<file path="src/hw/rtl/dc96_pkg.sv">
// ----------------------------------------------------------------------------
// dc96_pkg
// shared types, result codes and the power-of-ten table for decimal96_compare
// ----------------------------------------------------------------------------
package dc96_pkg;

	localparam int MANT_W  = 96;
	localparam int SCALE_W = 5;
	localparam int LIMB_W  = 32;
	localparam int LIMBS   = 3;
	localparam int MAX_POW = 28;

	typedef logic [MANT_W-1:0] mant_t;
	typedef logic [SCALE_W-1:0] scale_t;
	typedef logic signed [1:0] order_t;

	localparam order_t ORD_LT = 2'sb11;
	localparam order_t ORD_EQ = 2'sb00;
	localparam order_t ORD_GT = 2'sb01;

	typedef struct packed {
		logic   decided;
		order_t fixed;
		logic   invert;
		logic   big;
	} ctl_t;

	// entries past MAX_POW hold zero and are never relied on, big covers them
	localparam mant_t POW10 [0:31] = '{
		96'd1,
		96'd10,
		96'd100,
		96'd1000,
		96'd10000,
		96'd100000,
		96'd1000000,
		96'd10000000,
		96'd100000000,
		96'd1000000000,
		96'd10000000000,
		96'd100000000000,
		96'd1000000000000,
		96'd10000000000000,
		96'd100000000000000,
		96'd1000000000000000,
		96'd10000000000000000,
		96'd100000000000000000,
		96'd1000000000000000000,
		96'd10000000000000000000,
		96'd100000000000000000000,
		96'd1000000000000000000000,
		96'd10000000000000000000000,
		96'd100000000000000000000000,
		96'd1000000000000000000000000,
		96'd10000000000000000000000000,
		96'd100000000000000000000000000,
		96'd1000000000000000000000000000,
		96'd10000000000000000000000000000,
		96'd0,
		96'd0,
		96'd0
	};

endpackage

</file>
<file path="src/hw/rtl/dc96_cmp.sv">
// ----------------------------------------------------------------------------
// dc96_cmp
// stage five: magnitude compare, sign fix-up and the output register
// ----------------------------------------------------------------------------
module dc96_cmp (
	input  logic             clk,
	input  logic             arst_n,
	input  logic             en,
	input  logic             v_s4,
	input  dc96_pkg::ctl_t   ctl_s4,
	input  dc96_pkg::mant_t  y_s4,
	input  dc96_pkg::mant_t  prod_s4,
	input  logic             ovf_s4,
	output logic             rsp_valid,
	output dc96_pkg::order_t order
);
	import dc96_pkg::*;

	order_t mag;
	order_t res;

	always_comb begin
		if (ovf_s4 || (prod_s4 > y_s4)) begin
			mag = ORD_GT;
		end else if (prod_s4 < y_s4) begin
			mag = ORD_LT;
		end else begin
			mag = ORD_EQ;
		end
		if (ctl_s4.decided) begin
			res = ctl_s4.fixed;
		end else if (ctl_s4.invert) begin
			res = -mag;
		end else begin
			res = mag;
		end
	end

	always_ff @(posedge clk or negedge arst_n) begin
		if (!arst_n) begin
			rsp_valid <= 1'b0;
		end else if (en) begin
			rsp_valid <= v_s4;
		end
	end

	always_ff @(posedge clk) begin
		if (en) begin
			order <= res;
		end
	end

endmodule

</file>
<file path="config.mk">
export PLATFORM = sky130hd
export DESIGN_NAME = dc96_cmp
export DESIGN_NICKNAME = d
export VERILOG_FILES = /design/src/hw/rtl/dc96_pkg.sv /design/src/hw/rtl/dc96_cmp.sv
export SDC_FILE = /design/constraint.sdc
export NUM_CORES = 1
export LEC_CHECK = 0
export BUFFER_PORTS_ARGS = -buffer_cell sky130_fd_sc_hd__buf_2
export CAP_MARGIN = 10
export CORE_MARGIN = 2
export CORE_UTILIZATION = 30
export CTS_CLUSTER_DIAMETER = 100
export DETAILED_ROUTE_END_ITERATION = 7
export GPL_TIMING_DRIVEN = 0
export SLEW_MARGIN = 10
export SYNTH_ARGS = -nofsm -noshare
export SYNTH_HDL_FRONTEND = slang
export SYNTH_SLANG_ARGS = --single-unit
</file>
<file path="constraint.sdc">
create_clock -name clk -period 1 [get_ports clk]
set_clock_uncertainty 0.15 [all_clocks]
set_input_delay 0.05 -clock clk [delete_from_list [all_inputs] [get_ports clk]]
set_output_delay 0.05 -clock clk [all_outputs]
set_load 0.01 [all_outputs]
</file>
==> flow_metrics.py, run 1 <==
metrics = {
    "outcome": {
        "status": "finished with violations",
        "violations_in_the_final_reports": "setup timing",
    },
    "floorplanning": {
        "effective_utilization_at_floorplan_pct": 31.2,
        "pin_count": 205,
        "rows": 33,
        "die_area_um2": 9360,
        "design.core.area_um2": 8260,
        "fp.dieW_um": 96.7,
        "die_height_um": 96.7,
    },
    "global_routing": {
        "number_of_global_route_vias_before_repair": 3272,
        "first_pass_grt_wire_length_um": 14000,
        "globalRouteTotalUtil_pct": 17.5,
        "grt_start_max_net_pins": 5,
        "grt.overflow.total": 0,
        "gr-usage-met2_pct": 34.4,
        "antenna_found_initial": 0,
        "global_route.usage.met1_pct": 19.5,
        "grt_busiest_layer": "met2",
        "groute.layer.met3.usage_pct": 3.47,
    },
    "min_path": {
        "min_delay_path_depth": 2,
        "holdPathEnd": "order[0]",
        "hp-start": "ctl_s4[2]",
        "path_category_of_the_worst_min_delay_check": "in2reg",
    },
    "sta": {
        "finalCritPeriodShare_pct": 215,
        "fmax_ghz": 0.465,
        "report.final.hold_viol_count": 0,
        "final.min_clock_period_ps": 2150,
        "slew_headroom_pct": 77.5,
        "final-max-slew-violation-count": 0,
        "setup_violations": 3,
        "tightest_slew_ps": 335,
        "grt_setup_unrepaired": "true",
        "fin_ws_ps": -1150,
        "final.setup.tns_ps": -2370,
    },
    "logic_synthesis": {
        "synthSimpleGateAreaFrac_pct": 18.0,
        "combinational_family_with_the_most_area_after_synthesis": "adder cells",
        "ys_seq_area_share_pct": 3.30,
        "synth-main-ff-cell": "sky130_fd_sc_hd__edfxtp_1",
        "yosys.area_share.adder_pct": 46.6,
        "ys_ff_latch": 3,
        "synth.mux.area_fraction_pct": 0.436,
        "postSynthCellCount": 365,
        "post_synth_xor_area_fraction_pct": 0,
        "synth-edff-count": 2,
        "async_reset_ff_share_pct": 33.3,
        "synth.lib_cells_used.distinct": 34,
        "synth_top_area_cell": "sky130_fd_sc_hd__ha_1",
        "synth.top_cell.area_share_pct": 46.6,
        "synth_area_um2": 2580,
        "yosys_warnings": 0,
        "synth.net_count": 663,
        "compound_gate_fraction_of_synth_area_pct": 17.5,
        "syn_avg_cell_area_um2": 7.07,
        "ys_top_cells_by_area": "sky130_fd_sc_hd__ha_1, sky130_fd_sc_hd__inv_1, sky130_fd_sc_hd__a21oi_1",
    },
    "setup_path": {
        "cp-start-kind": "input pin",
        "end_kind": "flip-flop",
        "timing.rr.start": "rsp_valid",
        "critPathKind": "in2reg",
        "critical_path_data_required_time_ps": 800,
        "regToRegSetupSlack_ps": 120,
        "r2r_cells": 1,
        "timing.rr.end": "rsp_valid",
        "worst_ep_arrival_time_ps": 1950,
        "crit_fanout": 3,
    },
    "drt": {
        "mean_number_of_vias_per_cell": 4.62,
        "drt-pass1-iter-count": 4,
        "drt.antenna.violating_nets": 0,
        "wl_per_cell_um": 12.3,
        "drc_errors": 0,
        "wirelength_um": 8420,
        "drt-initial-drc-count": 45,
        "vias": 3177,
    },
    "pwr": {
        "power-per-cell-area_nw_per_um2": 466,
        "finalPower_uw": 2090,
        "vdd_drop_max_v": 0.000328,
        "leakagePower_uw": 0.00249,
    },
    "final_layout": {
        "finish.cell_count_without_fillers": 687,
        "finalNetCount": 881,
        "final_layout_size_suffix_gt1_share_pct": 49.3,
        "fin_area_um2": 4480,
        "antenna_cells": 0,
        "flow.area_growth_from_synthesis_pct": 73.6,
        "fillers": 784,
    },
    "placement": {
        "io_buffer_count": 203,
        "place_area_um2": 3990,
        "final_wtd_congestion": 0.795,
        "preCtsSetupSlack_ps": -1590,
        "detailedPlacementHpwl_um": 7580,
        "place.detailed.instances": 673,
    },
    "cts": {
        "clock_tree.root_cell": "sky130_fd_sc_hd__clkbuf_8",
        "clk_pin_slew_worst_paths_ps": 30,
        "clock_tree_from_tritoncts": "built",
        "number_of_clock_buffers_inserted_by_tritoncts": 3,
        "ctsLongestPathBuffers": 2,
        "htreeDepth": 1,
        "insertion_delay_ps": 220,
        "cts_num_sinks": 3,
    },
    "flow_run": {
        "drv_cap": 0,
    },
}
-- timing repair --
action,in CTS,in global routing
gates cloned,0,0
hold buffers,4,1
buffers inserted,4,2
hold endpoints to repair,4,3
endpoints found under the setup margin,2,3
gates resized for setup,37,21
pin swaps,25,15
-- how the worst max path moves through the flow --
stage,slack [ps],cells after the start,startpoint,endpoint
finish,-1150,11,y_s4[91],order[1]
global placement,-1530,11,y_s4[89],order[1]
CTS,-1150,11,y_s4[31],order[1]
detailed placement,-1590,11,y_s4[89],order[1]
floorplan,-1020,9,prod_s4[30],order[1]
global route,-1310,11,y_s4[91],order[1]
-- layout by cell type, fill, tap and decap left out, drive strengths merged --
cell type       n
nor2           11
ha             96
and3            1
or3             1
a21boi          1
inv            98
and4            2
nand3          10
o211ai          1
edfxtp          2
a221o           1
a31oi           1
a211o           1
nand4          20
o41ai           1
nand2b          2
a221oi          3
nor2b           2
buf           209
nor4            4
clkbuf          4
dlymetal6s4s    1
dfrtp           1
mux2            1
o21ai          18
nor3            7
a41o            1
a22o            1
nand2          29
a21o            2
dlygate4sd3     3
a22oi           1
o21a            1
a21oi          45
-- per-layer routing --
layer | up-vias | routed length (µm)
met2 | 122 | 4390
met4 | 0 | 55
li1 | 1705 | -
met1 | 1345 | 3310
met3 | 5 | 662
met5 | - | 0
-- Yosys cell counts, types with 2 or more instances --
master and number:
sky130_fd_sc_hd__edfxtp_1 2, sky130_fd_sc_hd__a21o_1 2, sky130_fd_sc_hd__a221oi_1 3, sky130_fd_sc_hd__inv_1 98
sky130_fd_sc_hd__o21ai_0 17, sky130_fd_sc_hd__nor2_1 11, sky130_fd_sc_hd__nand2_1 29, sky130_fd_sc_hd__nor2b_1 2
sky130_fd_sc_hd__nand2b_1 2, sky130_fd_sc_hd__nor4_1 2, sky130_fd_sc_hd__nor3_1 6, sky130_fd_sc_hd__nor4_2 2
sky130_fd_sc_hd__nand4_1 20, sky130_fd_sc_hd__nand3_1 10, sky130_fd_sc_hd__ha_1 96, sky130_fd_sc_hd__and4_1 2
sky130_fd_sc_hd__a21oi_1 44
-- sequential cells by signal, summed over array words and instances (netlist names) --
signal / flops
order: 2
rsp_valid: 1
-- power breakdown --
group,internal (µW),switching (µW),total (µW)
combinational,853,719,1570
sequential,147,3.07,150
clock,273,90.6,363
total,1270,812,2090
-- cells by family (layout without fill, tap and decap cells) --
| family | after synthesis | after routing |
|---|---|---|
| and+or+nand+nor | 89 | 89 |
| muxes | 1 | 1 |
| buffers and inverters | 98 | 315 |
| adders and majority gates | 96 | 96 |
| DFF | 3 | 3 |
| AOI/OAI and AO/OA | 78 | 78 |
-- stage by stage --
step | hold WS [ps] | utilization [%]
after floorplan | -396 | -
after global placement | -323 | 48.3
after detailed placement | -322 | 48.3
after CTS | 5.15 | 52.7
after global routing | 28.2 | 54.2
final | 5.02 | 54.2
-- critical path, cell delays in order --
cell,delay (ps)
sky130_fd_sc_hd__buf_6,70
sky130_fd_sc_hd__inv_4,30
sky130_fd_sc_hd__ha_4,250
sky130_fd_sc_hd__nand4_1,200
sky130_fd_sc_hd__nor4_4,340
sky130_fd_sc_hd__nand4_1,230
sky130_fd_sc_hd__nand2b_4,200
sky130_fd_sc_hd__a41o_1,210
sky130_fd_sc_hd__nand4_1,120
sky130_fd_sc_hd__or3_1,140
sky130_fd_sc_hd__a31oi_2,90
-- area by class of cell --
| type | count | area [µm²] | area share (%) |
|---|---|---|---|
| multi-input cells | 264 | 2590 | 57.8 |
| repair buffers | 213 | 1230 | 27.6 |
| well taps | 105 | 131 | 2.93 |
| inverters | 98 | 393 | 8.77 |
| flip-flops and latches | 3 | 85.1 | 1.90 |
| clock buffers | 4 | 45.0 | 1.01 |
(Power assumes the default switching activity.)
==> inputs of run 2 (changes only) <==
BUFFER_PORTS_ARGS = -buffer_cell sky130_fd_sc_hd__buf_4   (was -buffer_cell sky130_fd_sc_hd__buf_2)
CORE_UTILIZATION = 41   (was 30)
PLACE_DENSITY = 0.83   (was unset)
==> flow_metrics.py, run 2 (synthesis gave the netlist of run 1 again) <==
metrics = {
    "drt": {
        "drt-initial-drc-count": 103,
        "drt-pass1-iter-count": 6,
        "mean_number_of_vias_per_cell": 5.31,
        "wl_per_cell_um": 15.8,
        "wirelength_um": 10400,
        "vias": 3516,
        "drt.antenna.violating_nets": 0,
        "drc_errors": 0,
    },
    "floorplanning": {
        "die_height_um": 83.3,
        "pin_count": 205,
        "rows": 28,
        "design.core.area_um2": 5990,
        "effective_utilization_at_floorplan_pct": 43.1,
        "fp.dieW_um": 83.3,
        "die_area_um2": 6940,
    },
    "min_path": {
        "path_category_of_the_worst_min_delay_check": "in2reg",
        "holdPathEnd": "rsp_valid",
        "hp-start": "v_s4",
        "min_delay_path_depth": 2,
    },
    "final_layout": {
        "finalNetCount": 886,
        "fillers": 363,
        "antenna_cells": 0,
        "most-common-layout-cells": "sky130_fd_sc_hd__buf_4, sky130_fd_sc_hd__inv_1, sky130_fd_sc_hd__ha_1",
        "final_layout_size_suffix_gt1_share_pct": 52.3,
        "largestRegisters": "order: 2 flops, rsp_valid: 1 flops",
        "finish.cell_count_without_fillers": 662,
        "layout_commonest_cell": "sky130_fd_sc_hd__buf_4",
        "largest_reg_flops": 2,
        "largest-register": "order",
        "flow.area_growth_from_synthesis_pct": 95.8,
    },
    "setup_path": {
        "crit_chain": "buf_4 -> inv_4 -> ha_4 -> nand4_1 -> nor4_4 -> nand4_1 -> nand2b_4 -> a41o_1 -> nand4_1 -> or3_1 -> a31oi_1",
        "timing.rr.end": "rsp_valid",
        "regToRegSetupSlack_ps": 100,
        "critical_path_data_required_time_ps": 800,
        "worst_ep_arrival_time_ps": 1940,
        "timing.rr.start": "rsp_valid",
        "cp-start-kind": "input pin",
        "critPathKind": "in2reg",
        "crit_top_cell": "sky130_fd_sc_hd__nand4_1",
        "critPathMaxStageDelay_ps": 350,
        "crit_fanout": 3,
        "end_kind": "flip-flop",
        "worst_path_max_delay_cell": "sky130_fd_sc_hd__nor4_4",
        "crit_buf_inv": 2,
        "r2r_cells": 1,
        "timing.critical_path.max_delay_family": "simple AND/OR/NAND/NOR gates",
    },
    "sta": {
        "hold_ws_ps": -81.1,
        "fmax_ghz": 0.469,
        "final.min_clock_period_ps": 2130,
        "tightest_slew_ps": 386,
        "final-max-slew-violation-count": 0,
        "setup_violations": 3,
        "finalCritPeriodShare_pct": 213,
        "report.final.hold_viol_count": 2,
        "fin_ws_ps": -1130,
        "slew_headroom_pct": 74.0,
        "final.setup.tns_ps": -2390,
        "grt_setup_unrepaired": "true",
    },
    "cts": {
        "htreeDepth": 1,
        "clock_tree.root_cell": "sky130_fd_sc_hd__clkbuf_8",
        "clk_pin_slew_worst_paths_ps": 30,
        "ctsLongestPathBuffers": 2,
        "cts_num_sinks": 3,
        "clock_tree_from_tritoncts": "built",
        "number_of_clock_buffers_inserted_by_tritoncts": 3,
        "insertion_delay_ps": 220,
    },
    "outcome": {
        "violations_in_the_final_reports": "hold timing, setup timing",
        "status": "finished with violations",
    },
    "flow_run": {
        "drv_cap": 0,
    },
    "global_routing": {
        "number_of_global_route_vias_before_repair": 3626,
        "first_pass_grt_wire_length_um": 15300,
        "grt.overflow.total": 0,
        "grt_start_max_net_pins": 5,
        "antenna_found_initial": 0,
        "globalRouteTotalUtil_pct": 26.2,
    },
    "placement": {
        "place.detailed.instances": 643,
        "detailedPlacementHpwl_um": 7940,
        "io_buffer_count": 203,
        "final_wtd_congestion": 0.843,
    },
    "pwr": {
        "power-per-cell-area_nw_per_um2": 482,
        "leakagePower_uw": 0.00268,
        "vdd_drop_max_v": 0.000491,
        "finalPower_uw": 2440,
    },
}
==> run 2: worst max-delay path by stage <==
stage,start,to,slack [ps],cells past startpoint
3_3_place_gp,y_s4[89],order[0],-1400,11
4_1_cts,y_s4[21],order[1],-1130,11
5_1_grt,y_s4[89],order[1],-1250,11
2_1_floorplan,prod_s4[30],order[1],-1020,9
3_5_place_dp,y_s4[89],order[1],-1430,11
6_report,y_s4[88],order[1],-1130,11
==> run 2: report_power, final <==
| part | internal, µW | total (µW) | switching, µW |
|---|---|---|---|
| Combinational | 1120 | 1920 | 810 |
| Sequential | 147 | 151 | 4.28 |
| Clock | 273 | 361 | 88.2 |
==> run 2: what timing repair did <==
item,CTS,global route
gates resized for setup,47,39
setup buffers,7,6
endpoints found under the setup margin,2,4
hold buffers,3,1
endpoints found under the hold margin,5,3
pin swaps,32,25
==> run 2: metrics by stage <==
step                utilization (%)  setup slack, ps  hold slack, ps  cell area [µm²]
floorplan                         -            -1020            -396             2840
global placement               74.4            -1400            -325             4460
detailed placement             74.4            -1430            -323             4460
CTS                            80.9            -1130           -81.3             4850
global route                   84.3            -1250           -63.8             5050
finish                         84.3            -1130           -81.1             5050
==> run 2: area by class of cell <==
class | count | area, µm² | area share [%]
multi-input combinational | 264 | 2650 | 52.5
sequential | 3 | 85.1 | 1.68
timing repair buffer | 218 | 1780 | 35.2
clock buffer | 4 | 45.0 | 0.892
inverter | 98 | 398 | 7.88
tap | 75 | 93.8 | 1.86
==> run 2: routing by layer <==
metal	wire length, µm	up-vias	GRT usage (%)
met4	395	0	8.49
met2	5750	171	54.3
li1	-	1714	-
met5	0	-	0
met1	3580	1593	25.4
met3	732	38	4.57
