File: config.mk
export PLATFORM = sky130hd
export DESIGN_NAME = dc96_prep
export DESIGN_NICKNAME = d
export VERILOG_FILES = /design/src/hw/rtl/dc96_pkg.sv /design/src/hw/rtl/dc96_prep.sv
export SDC_FILE = /design/constraint.sdc
export NUM_CORES = 1
export LEC_CHECK = 0
export BUFFER_PORTS_ARGS = -buffer_cell sky130_fd_sc_hd__buf_2
export CELL_PAD_IN_SITES_DETAIL_PLACEMENT = 1
export CELL_PAD_IN_SITES_GLOBAL_PLACEMENT = 2
export CORE_MARGIN = 10
export CORE_UTILIZATION = 30
export DETAILED_ROUTE_END_ITERATION = 10
export PLACE_DENSITY = 0.89
export SLEW_MARGIN = 25
export SYNTH_ARGS = -nofsm -noshare
export SYNTH_HDL_FRONTEND = slang
export SYNTH_SLANG_ARGS = --single-unit
File: constraint.sdc
create_clock -name clk -period 1.01 [get_ports clk]
set_input_delay 0.101 -clock clk [delete_from_list [all_inputs] [get_ports clk]]
set_output_delay 0.101 -clock clk [all_outputs]
set_load 0.005 [all_outputs]
File: src/hw/rtl/dc96_pkg.sv
// ----------------------------------------------------------------------------
// dc96_pkg
// shared types, result codes and the power-of-ten table for decimal96_compare
// ----------------------------------------------------------------------------
package dc96_pkg;

	localparam int MANT_W  = 96;
	localparam int SCALE_W = 5;
	localparam int LIMB_W  = 32;
	localparam int LIMBS   = 3;
	localparam int MAX_POW = 28;

	typedef logic [MANT_W-1:0] mant_t;
	typedef logic [SCALE_W-1:0] scale_t;
	typedef logic signed [1:0] order_t;

	localparam order_t ORD_LT = 2'sb11;
	localparam order_t ORD_EQ = 2'sb00;
	localparam order_t ORD_GT = 2'sb01;

	typedef struct packed {
		logic   decided;
		order_t fixed;
		logic   invert;
		logic   big;
	} ctl_t;

	// entries past MAX_POW hold zero and are never relied on, big covers them
	localparam mant_t POW10 [0:31] = '{
		96'd1,
		96'd10,
		96'd100,
		96'd1000,
		96'd10000,
		96'd100000,
		96'd1000000,
		96'd10000000,
		96'd100000000,
		96'd1000000000,
		96'd10000000000,
		96'd100000000000,
		96'd1000000000000,
		96'd10000000000000,
		96'd100000000000000,
		96'd1000000000000000,
		96'd10000000000000000,
		96'd100000000000000000,
		96'd1000000000000000000,
		96'd10000000000000000000,
		96'd100000000000000000000,
		96'd1000000000000000000000,
		96'd10000000000000000000000,
		96'd100000000000000000000000,
		96'd1000000000000000000000000,
		96'd10000000000000000000000000,
		96'd100000000000000000000000000,
		96'd1000000000000000000000000000,
		96'd10000000000000000000000000000,
		96'd0,
		96'd0,
		96'd0
	};

endpackage

File: src/hw/rtl/dc96_prep.sv
// ----------------------------------------------------------------------------
// dc96_prep
// stage one: zero and sign decisions, operand swap and power-of-ten lookup
// ----------------------------------------------------------------------------
module dc96_prep (
	input  logic             clk,
	input  logic             arst_n,
	input  logic             en,
	input  logic             req_valid,
	input  logic [63:0]      a_mant_low,
	input  logic [31:0]      a_mant_high,
	input  dc96_pkg::scale_t a_scale,
	input  logic             a_negative,
	input  logic [63:0]      b_mant_low,
	input  logic [31:0]      b_mant_high,
	input  dc96_pkg::scale_t b_scale,
	input  logic             b_negative,
	output logic             v_s1,
	output dc96_pkg::ctl_t   ctl_s1,
	output dc96_pkg::mant_t  x_s1,
	output dc96_pkg::mant_t  y_s1,
	output dc96_pkg::mant_t  pow_s1
);
	import dc96_pkg::*;

	mant_t  a_m;
	mant_t  b_m;
	logic   za;
	logic   zb;
	logic   swap;
	scale_t diff;
	ctl_t   ctl;

	assign a_m  = {a_mant_high, a_mant_low};
	assign b_m  = {b_mant_high, b_mant_low};
	assign za   = (a_m == '0);
	assign zb   = (b_m == '0);
	assign swap = (b_scale < a_scale);
	assign diff = swap ? (a_scale - b_scale) : (b_scale - a_scale);

	always_comb begin
		ctl.decided = 1'b1;
		ctl.fixed   = ORD_EQ;
		ctl.invert  = swap ^ a_negative;
		ctl.big     = (diff > scale_t'(MAX_POW));
		if (za && zb) begin
			ctl.fixed = ORD_EQ;
		end else if (zb) begin
			ctl.fixed = a_negative ? ORD_LT : ORD_GT;
		end else if (za) begin
			ctl.fixed = b_negative ? ORD_GT : ORD_LT;
		end else if (a_negative != b_negative) begin
			ctl.fixed = a_negative ? ORD_LT : ORD_GT;
		end else begin
			ctl.decided = 1'b0;
		end
	end

	always_ff @(posedge clk or negedge arst_n) begin
		if (!arst_n) begin
			v_s1 <= 1'b0;
		end else if (en) begin
			v_s1 <= req_valid;
		end
	end

	always_ff @(posedge clk) begin
		if (en) begin
			ctl_s1 <= ctl;
			x_s1   <= swap ? b_m : a_m;
			y_s1   <= swap ? a_m : b_m;
			pow_s1 <= POW10[diff];
		end
	end

endmodule

==> impl_metrics.py, run 1 <==
metrics = {
    "pwr": {
        "p_leak_nw": 11.5,
        "peakVddDrop_mv": 1.20,
        "p_per_area_nw_per_um2": 1820,
        "switching_share_pct": 34.9,
        "power_frac_clock_pct": 28.5,
        "switchingPower_mw": 16.2,
        "power_frac_comb_pct": 37.3,
        "p_seq_share_pct": 34.3,
        "p_int_mw": 30.2,
        "power.total_mw": 46.4,
    },
    "synthesis": {
        "yosysUniqueCellTypes": 65,
        "synth.yosys.warnings": 0,
        "ys_seq_elements": 282,
        "synth.top_cells.by_count": "620 x nand2_1, 281 x edfxtp_1, 51 x clkbuf_1",
        "synth_area_leader_cell": "edfxtp_1",
        "synthArstFlopShare_pct": 0.355,
        "synth_most_common_cell": "nand2_1",
        "synth_edf_count": 281,
        "yosysSeqAreaShare_pct": 62.3,
        "synthFlopType": "edfxtp_1",
        "synth_area_um2": 13600,
        "synth_top_area_share_pct": 62.1,
        "synth_area_per_cell_um2": 10.1,
        "synth_cells": 1342,
        "synth_area_leaders": "edfxtp_1 62%, nand2_1 17%, nor4_1 2.3%",
    },
    "sta": {
        "final.period_utilization_pct": 208,
        "finalWorstSetupSlack_ns": -1.09,
        "finalHoldWorstSlack_ns": 0.0364,
        "worst_slew_pin_slew_ns": 1.17,
        "timing.fmax_ghz": 0.477,
        "period_needed_ns": 2.10,
        "fin_skew_ns": 0,
        "maxSlewViolCount": 0,
        "relSlewSlack_pct": 21.4,
        "rsz0062_at_grt": "yes",
        "setup_violations": 569,
        "finalHoldViolCount": 0,
    },
    "worst_setup_path": {
        "path_buf_inv": 3,
        "crit_path_max_incr_delay_ns": 0.47,
        "cp.required_ns": 1.44,
        "cp_max_fo": 6,
        "crit_arrival_ns": 2.53,
        "cpMaxStageDelayCell": "or3_4",
        "worstSetupStartpointType": "input port",
        "crit_path_end_kind": "register",
        "crit_type": "in -> reg",
        "crit_chain": "buf_12, inv_12, ha_4, fa_2, nand2b_4, a21oi_4, nor2_4, or3_4, a211oi_4, buf_4, o2bb2ai_2, a211o_1",
        "path_delay_family": "compound AO/OA/AOI/OAI gates",
    },
    "routing": {
        "routed_wl_um": 93000,
        "num_vias": 17070,
        "ant_nets": 0,
        "routedWlPerCell_um": 30.4,
        "firstDrtPassIters": 7,
        "drcViolationCount": 0,
        "viasPerCell": 5.57,
        "drtIter0Drc": 1858,
    },
    "clocking": {
        "cts.sink_count": 282,
        "cts_tree": "done",
        "root_buffer": "clkbuf_16",
        "clk_path_buf_depth": 3,
        "clk_pin_slew_ns": 0.06,
        "numCtsBuffers": 35,
        "clock_latency_ns": 0.55,
        "ctsHtreeMaxLevel": 2,
    },
    "final_layout": {
        "area_growth_pct": 87.8,
        "fillers": 4851,
        "drive_gt1_share_pct": 50.3,
        "nNetsFinal": 2656,
        "utilization_pct": 57.3,
    },
    "min_path": {
        "hold_class": "in -> reg",
    },
    "placement": {
        "port_buffers": 495,
        "dpl.hpwl_um": 52600,
        "post-place-ws_ns": -1.68,
        "gp_congestion": 0.907,
    },
    "floorplanning": {
        "dieWidth_um": 233,
        "die_area_um2": 54200,
        "io_pins": 502,
        "initial_utilization_pct": 30.5,
        "core-area_um2": 44500,
        "row_count": 77,
        "die_y_um": 233,
    },
    "status": {
        "violations": "setup timing",
        "run_status": "finished, violations left",
    },
    "run": {
        "maxCapViolations": 0,
    },
    "global_route": {
        "grt_max_degree": 97,
        "grt_pass1_vias": 17154,
        "grt_usage_pct": 28.8,
        "antenna_found_initial": 25,
        "grt_pass1_wl_um": 117000,
        "gr-total-overflow": 0,
    },
}
[worst paths after layout]
path	from	slack, ns	endpoint	depth (start not counted)
worst min register to register	v_s1$_DFFE_PN0P_	0.51	v_s1$_DFFE_PN0P_	1
worst max register to register	v_s1$_DFFE_PN0P_	0.27	v_s1$_DFFE_PN0P_	1
worst min-delay path	en	0.04	pow_s1[15]$_SDFFCE_PN0P_	2
worst max-delay path	a_scale[0]	-1.09	pow_s1[32]$_DFFE_PP_	12
min in group asynchronous	arst_n	0.37	v_s1$_DFFE_PN0P_	3
max in group asynchronous	arst_n	0.54	v_s1$_DFFE_PN0P_	3
[cell usage in the layout, fill, tap and decap left out, types with 23 or more instances in the layout]
cell,n
a21oi_2,23
nand2_1,567
buf_6,55
nor4_1,26
edfxtp_1,281
nand2_2,39
buf_2,484
dlygate4sd3_1,196
clkbuf_16,46
buf_12,40
buf_4,325
[metal layers]
metal / up-vias / track usage, % / wire length (um)
met4: 10 / 15.5 / 7090
met2: 1334 / 50.1 / 44800
li1: 6884 / - / -
met3: 422 / 8.32 / 10100
met5: - / 0 / 65
met1: 8420 / 31.3 / 31000
[repair_timing]
action                     CTS  global route
gates resized for setup    148           196
setup buffers               23            35
hold buffers               196             0
cloned                       5            12
setup endpoints to repair  569           569
hold endpoints to repair   194             0
pin swaps                   32            65
[power by group through the flow]
| stage | Clock [mW] | Combinational [mW] | Sequential [mW] |
|---|---|---|---|
| after detailed placement | 0 | 12.1 | 15.9 |
| after floorplan | 0 | 5.17 | 15.9 |
| final | 13.2 | 17.3 | 15.9 |
| after global placement | 0 | 11.7 | 15.9 |
| after global routing | 13.6 | 18.0 | 15.9 |
| after CTS | 12.8 | 14.3 | 15.7 |
[metrics by stage]
stage               cell area, um2  cells  TNS, ns
global route                 25500   3057  -234.02
finish                       25500   3062  -216.32
floorplan                    14400   1347  -202.78
CTS                          24100   2999  -170.80
global placement             20000   2713  -362.05
detailed placement           20000   2713  -384.32
[kinds of logic (layout without fill, tap and decap cells)]
family	Yosys count	count (layout)	synth area share (%)
muxes	6	6	0.460
other	1	27	0.0276
xor gates and xnor gates	4	4	0.258
AOI/OAI and AO/OA	156	156	7.99
buffers and inverters	110	1212	3.86
DFF	282	282	62.3
adders and majority gates	24	24	2.32
and+or+nand+nor	759	759	22.8
[sequential cells by signal, indices dropped and copies added (netlist names)]
register,count
ctl_s1,5
pow_s1,84
v_s1,1
x_s1,96
y_s1,96
[final cells by class]
type	count	area (um2)	area share [%]
Antenna cell	21	52.6	0.206
Clock buffer	41	898	3.52
Clock inverter	21	220	0.863
Inverter	19	119	0.466
Multi-Input combinational cell	955	6070	23.8
Sequential cell	282	8460	33.2
Tap cell	592	741	2.90
Timing Repair Buffer	1131	8950	35.1
(Power assumes the default switching activity.)
==> run 2: changes to the inputs <==
CORE_UTILIZATION = 32   (was 30)
PLACE_DENSITY = 0.94   (was 0.89)
clock period = 2.6 ns   (was 1.01 ns; I/O delays follow)
==> run 2 against run 1 <==
  * Final area fell by 25%
  * Hold slack worse by 0.013 ns
  * Critical path depth up 2
  * Non-clock buffer count shrank 453
  * Clock skew unchanged
  * Global-route usage shrank 5.8 points
  * The flow now finishes without violations
  * Final cell count fell by 17%
  * Register-to-register slack gained 1.6 ns
==> impl_metrics.py, run 2 (synthesis gave the netlist of run 1 again) <==
metrics = {
    "sta": {
        "fin_skew_ns": 0,
        "period_needed_ns": 2.43,
        "worst_slew_pin_slew_ns": 0.756,
        "maxSlewViolCount": 0,
        "finalHoldWorstSlack_ns": 0.0234,
        "rsz0062_at_grt": "no",
        "finalHoldViolCount": 0,
        "timing.fmax_ghz": 0.411,
        "setup_violations": 0,
        "final.period_utilization_pct": 93.6,
        "relSlewSlack_pct": 49.2,
    },
    "pwr": {
        "power_frac_clock_pct": 32.7,
        "switching_share_pct": 30.8,
        "p_leak_nw": 8.77,
        "p_int_mw": 10.4,
        "switchingPower_mw": 4.64,
        "peakVddDrop_mv": 0.522,
        "power_frac_comb_pct": 27.1,
        "p_per_area_nw_per_um2": 788,
        "power.total_mw": 15.1,
        "p_seq_share_pct": 40.2,
    },
    "final_layout": {
        "layout_commonest_cell": "nand2_1",
        "utilization_pct": 45.6,
        "area_growth_pct": 40.9,
        "drive_gt1_share_pct": 36.6,
        "fillers": 4841,
        "final_area_um2": 19100,
        "top_regs": "x_s1 (96), y_s1 (96), pow_s1 (84)",
        "mostFrequentLayoutCells": "619 x nand2_1, 494 x buf_2, 281 x edfxtp_1",
        "nNetsFinal": 2203,
    },
    "worst_setup_path": {
        "cp_max_fo": 8,
        "reg2regPathDepth": 1,
        "worstSetupStartpointType": "input port",
        "r2r-start": "v_s1$_DFFE_PN0P_",
        "crit_type": "in -> reg",
        "crit_arrival_ns": 2.71,
        "cp.required_ns": 2.87,
        "r2r_setup_slack_ns": 1.86,
        "r2r-end": "v_s1$_DFFE_PN0P_",
        "crit_path_end_kind": "register",
    },
    "status": {
        "run_status": "finished, final reports clean",
    },
    "routing": {
        "viasPerCell": 5.18,
        "num_vias": 13185,
        "routedWlPerCell_um": 24.0,
        "drcViolationCount": 0,
        "drtIter0Drc": 1344,
        "ant_nets": 0,
        "firstDrtPassIters": 6,
        "routed_wl_um": 61100,
    },
    "min_path": {
        "hold_depth": 3,
        "min_to": "y_s1[47]$_DFFE_PP_",
        "min-delay-start": "a_mant_low[47]",
        "hold_class": "in -> reg",
    },
    "placement": {
        "gp_congestion": 0.873,
        "port_buffers": 495,
        "dpl_cell_area_um2": 17700,
        "dpl.hpwl_um": 47100,
    },
    "floorplanning": {
        "die_area_um2": 51100,
        "dieWidth_um": 226,
        "core-area_um2": 41900,
        "row_count": 75,
        "io_pins": 502,
        "initial_utilization_pct": 32.4,
        "die_y_um": 226,
    },
    "clocking": {
        "clock_latency_ns": 0.54,
        "ctsHtreeMaxLevel": 2,
        "clk_pin_slew_ns": 0.06,
        "post_cts_buffers": 0,
        "cts_tree": "done",
        "clk_path_buf_depth": 3,
        "numCtsBuffers": 35,
        "cts.sink_count": 282,
        "root_buffer": "clkbuf_16",
    },
    "global_route": {
        "grt_pass1_vias": 14240,
        "gr-total-overflow": 0,
        "grt_max_degree": 140,
        "grt_pass1_wl_um": 89600,
        "antenna_found_initial": 10,
        "grt_usage_pct": 23.0,
    },
    "run": {
        "maxCapViolations": 0,
    },
}
-- run 2: changes by cell type in the layout (fill, tap and decap cells not counted), moves of 24 or more --
cell	previous run	this run
buf_4	325	139
buf_12	40	13
nand2_1	567	619
nor4_1	26	50
nand2_2	39	1
a21oi_1	15	44
buf_6	55	0
dlygate4sd3_1	196	31
-- run 2: metrics by stage --
| stage | instances | setup WS [ns] | setup TNS [ns] |
|---|---|---|---|
| 2_1_floorplan | 1347 | -0.0182 | -0.0361 |
| 3_3_place_gp | 2442 | -0.307 | -29.02 |
| 3_5_place_dp | 2442 | -0.339 | -45.04 |
| 4_1_cts | 2535 | 0.192 | 0 |
| 5_1_grt | 2539 | 0.0339 | 0 |
| 6_report | 2543 | 0.168 | 0 |
-- run 2: critical path: stages --
cell	delay [ns]
buf_2	0.11
buf_4	0.12
ha_1	0.22
buf_4	0.16
nor2b_1	0.20
o21ai_2	0.14
nand2_8	0.08
mux2_4	0.35
inv_1	0.15
ha_1	0.19
buf_4	0.12
inv_1	0.12
a221oi_1	0.41
a31oi_1	0.08
-- run 2: cell type report --
type | instances | area [um2] | share of cell area (%)
timing repair buffer | 678 | 4100 | 21.4
clock inverter | 22 | 223 | 1.16
multi-input combinational | 955 | 4670 | 24.4
antenna | 8 | 20.0 | 0.105
clock buffer | 40 | 916 | 4.78
sequential | 282 | 8460 | 44.2
inverter | 19 | 71.3 | 0.373
tap | 539 | 674 | 3.52
-- run 2: routing by layer --
metal / vias to the layer above / track usage, % / share of wire, %
li1: 5937 / - / -
met1: 6489 / 26.7 / 37
met2: 637 / 39.1 / 49
met3: 114 / 7.45 / 10
met4: 8 / 8.46 / 3.4
met5: - / 0 / 0.075
-- run 2: timing repair --
item                                    4_1_cts  5_1_grt
resized for setup                             0        2
hold buffers                                 31        0
endpoints found under the setup margin        0        2
endpoints found under the hold margin        26        0
-- run 2: power groups by stage --
| stage | sequential (mW) | clock, mW | combinational (mW) |
|---|---|---|---|
| floorplan | 6.16 | 0 | 1.65 |
| global placement | 6.13 | 0 | 3.87 |
| detailed placement | 6.15 | 0 | 4.01 |
| CTS | 6.06 | 5.02 | 4.08 |
| global route | 6.11 | 5.19 | 4.44 |
| finish | 6.06 | 4.93 | 4.09 |
-- run 2: worst max path at each step --
stage                           from                       end  slack [ns]  cells after the start
after floorplan           a_scale[3]      pow_s1[47]$_DFFE_PP_       -0.02                     13
after global placement    a_scale[0]      pow_s1[19]$_DFFE_PP_       -0.31                     14
after detailed placement  a_scale[0]      pow_s1[38]$_DFFE_PP_       -0.34                     16
after CTS                 a_scale[0]  pow_s1[50]$_SDFFCE_PP0P_        0.19                     14
after global routing      a_scale[0]      pow_s1[21]$_DFFE_PP_        0.03                     13
final                     a_scale[0]      pow_s1[21]$_DFFE_PP_        0.17                     14
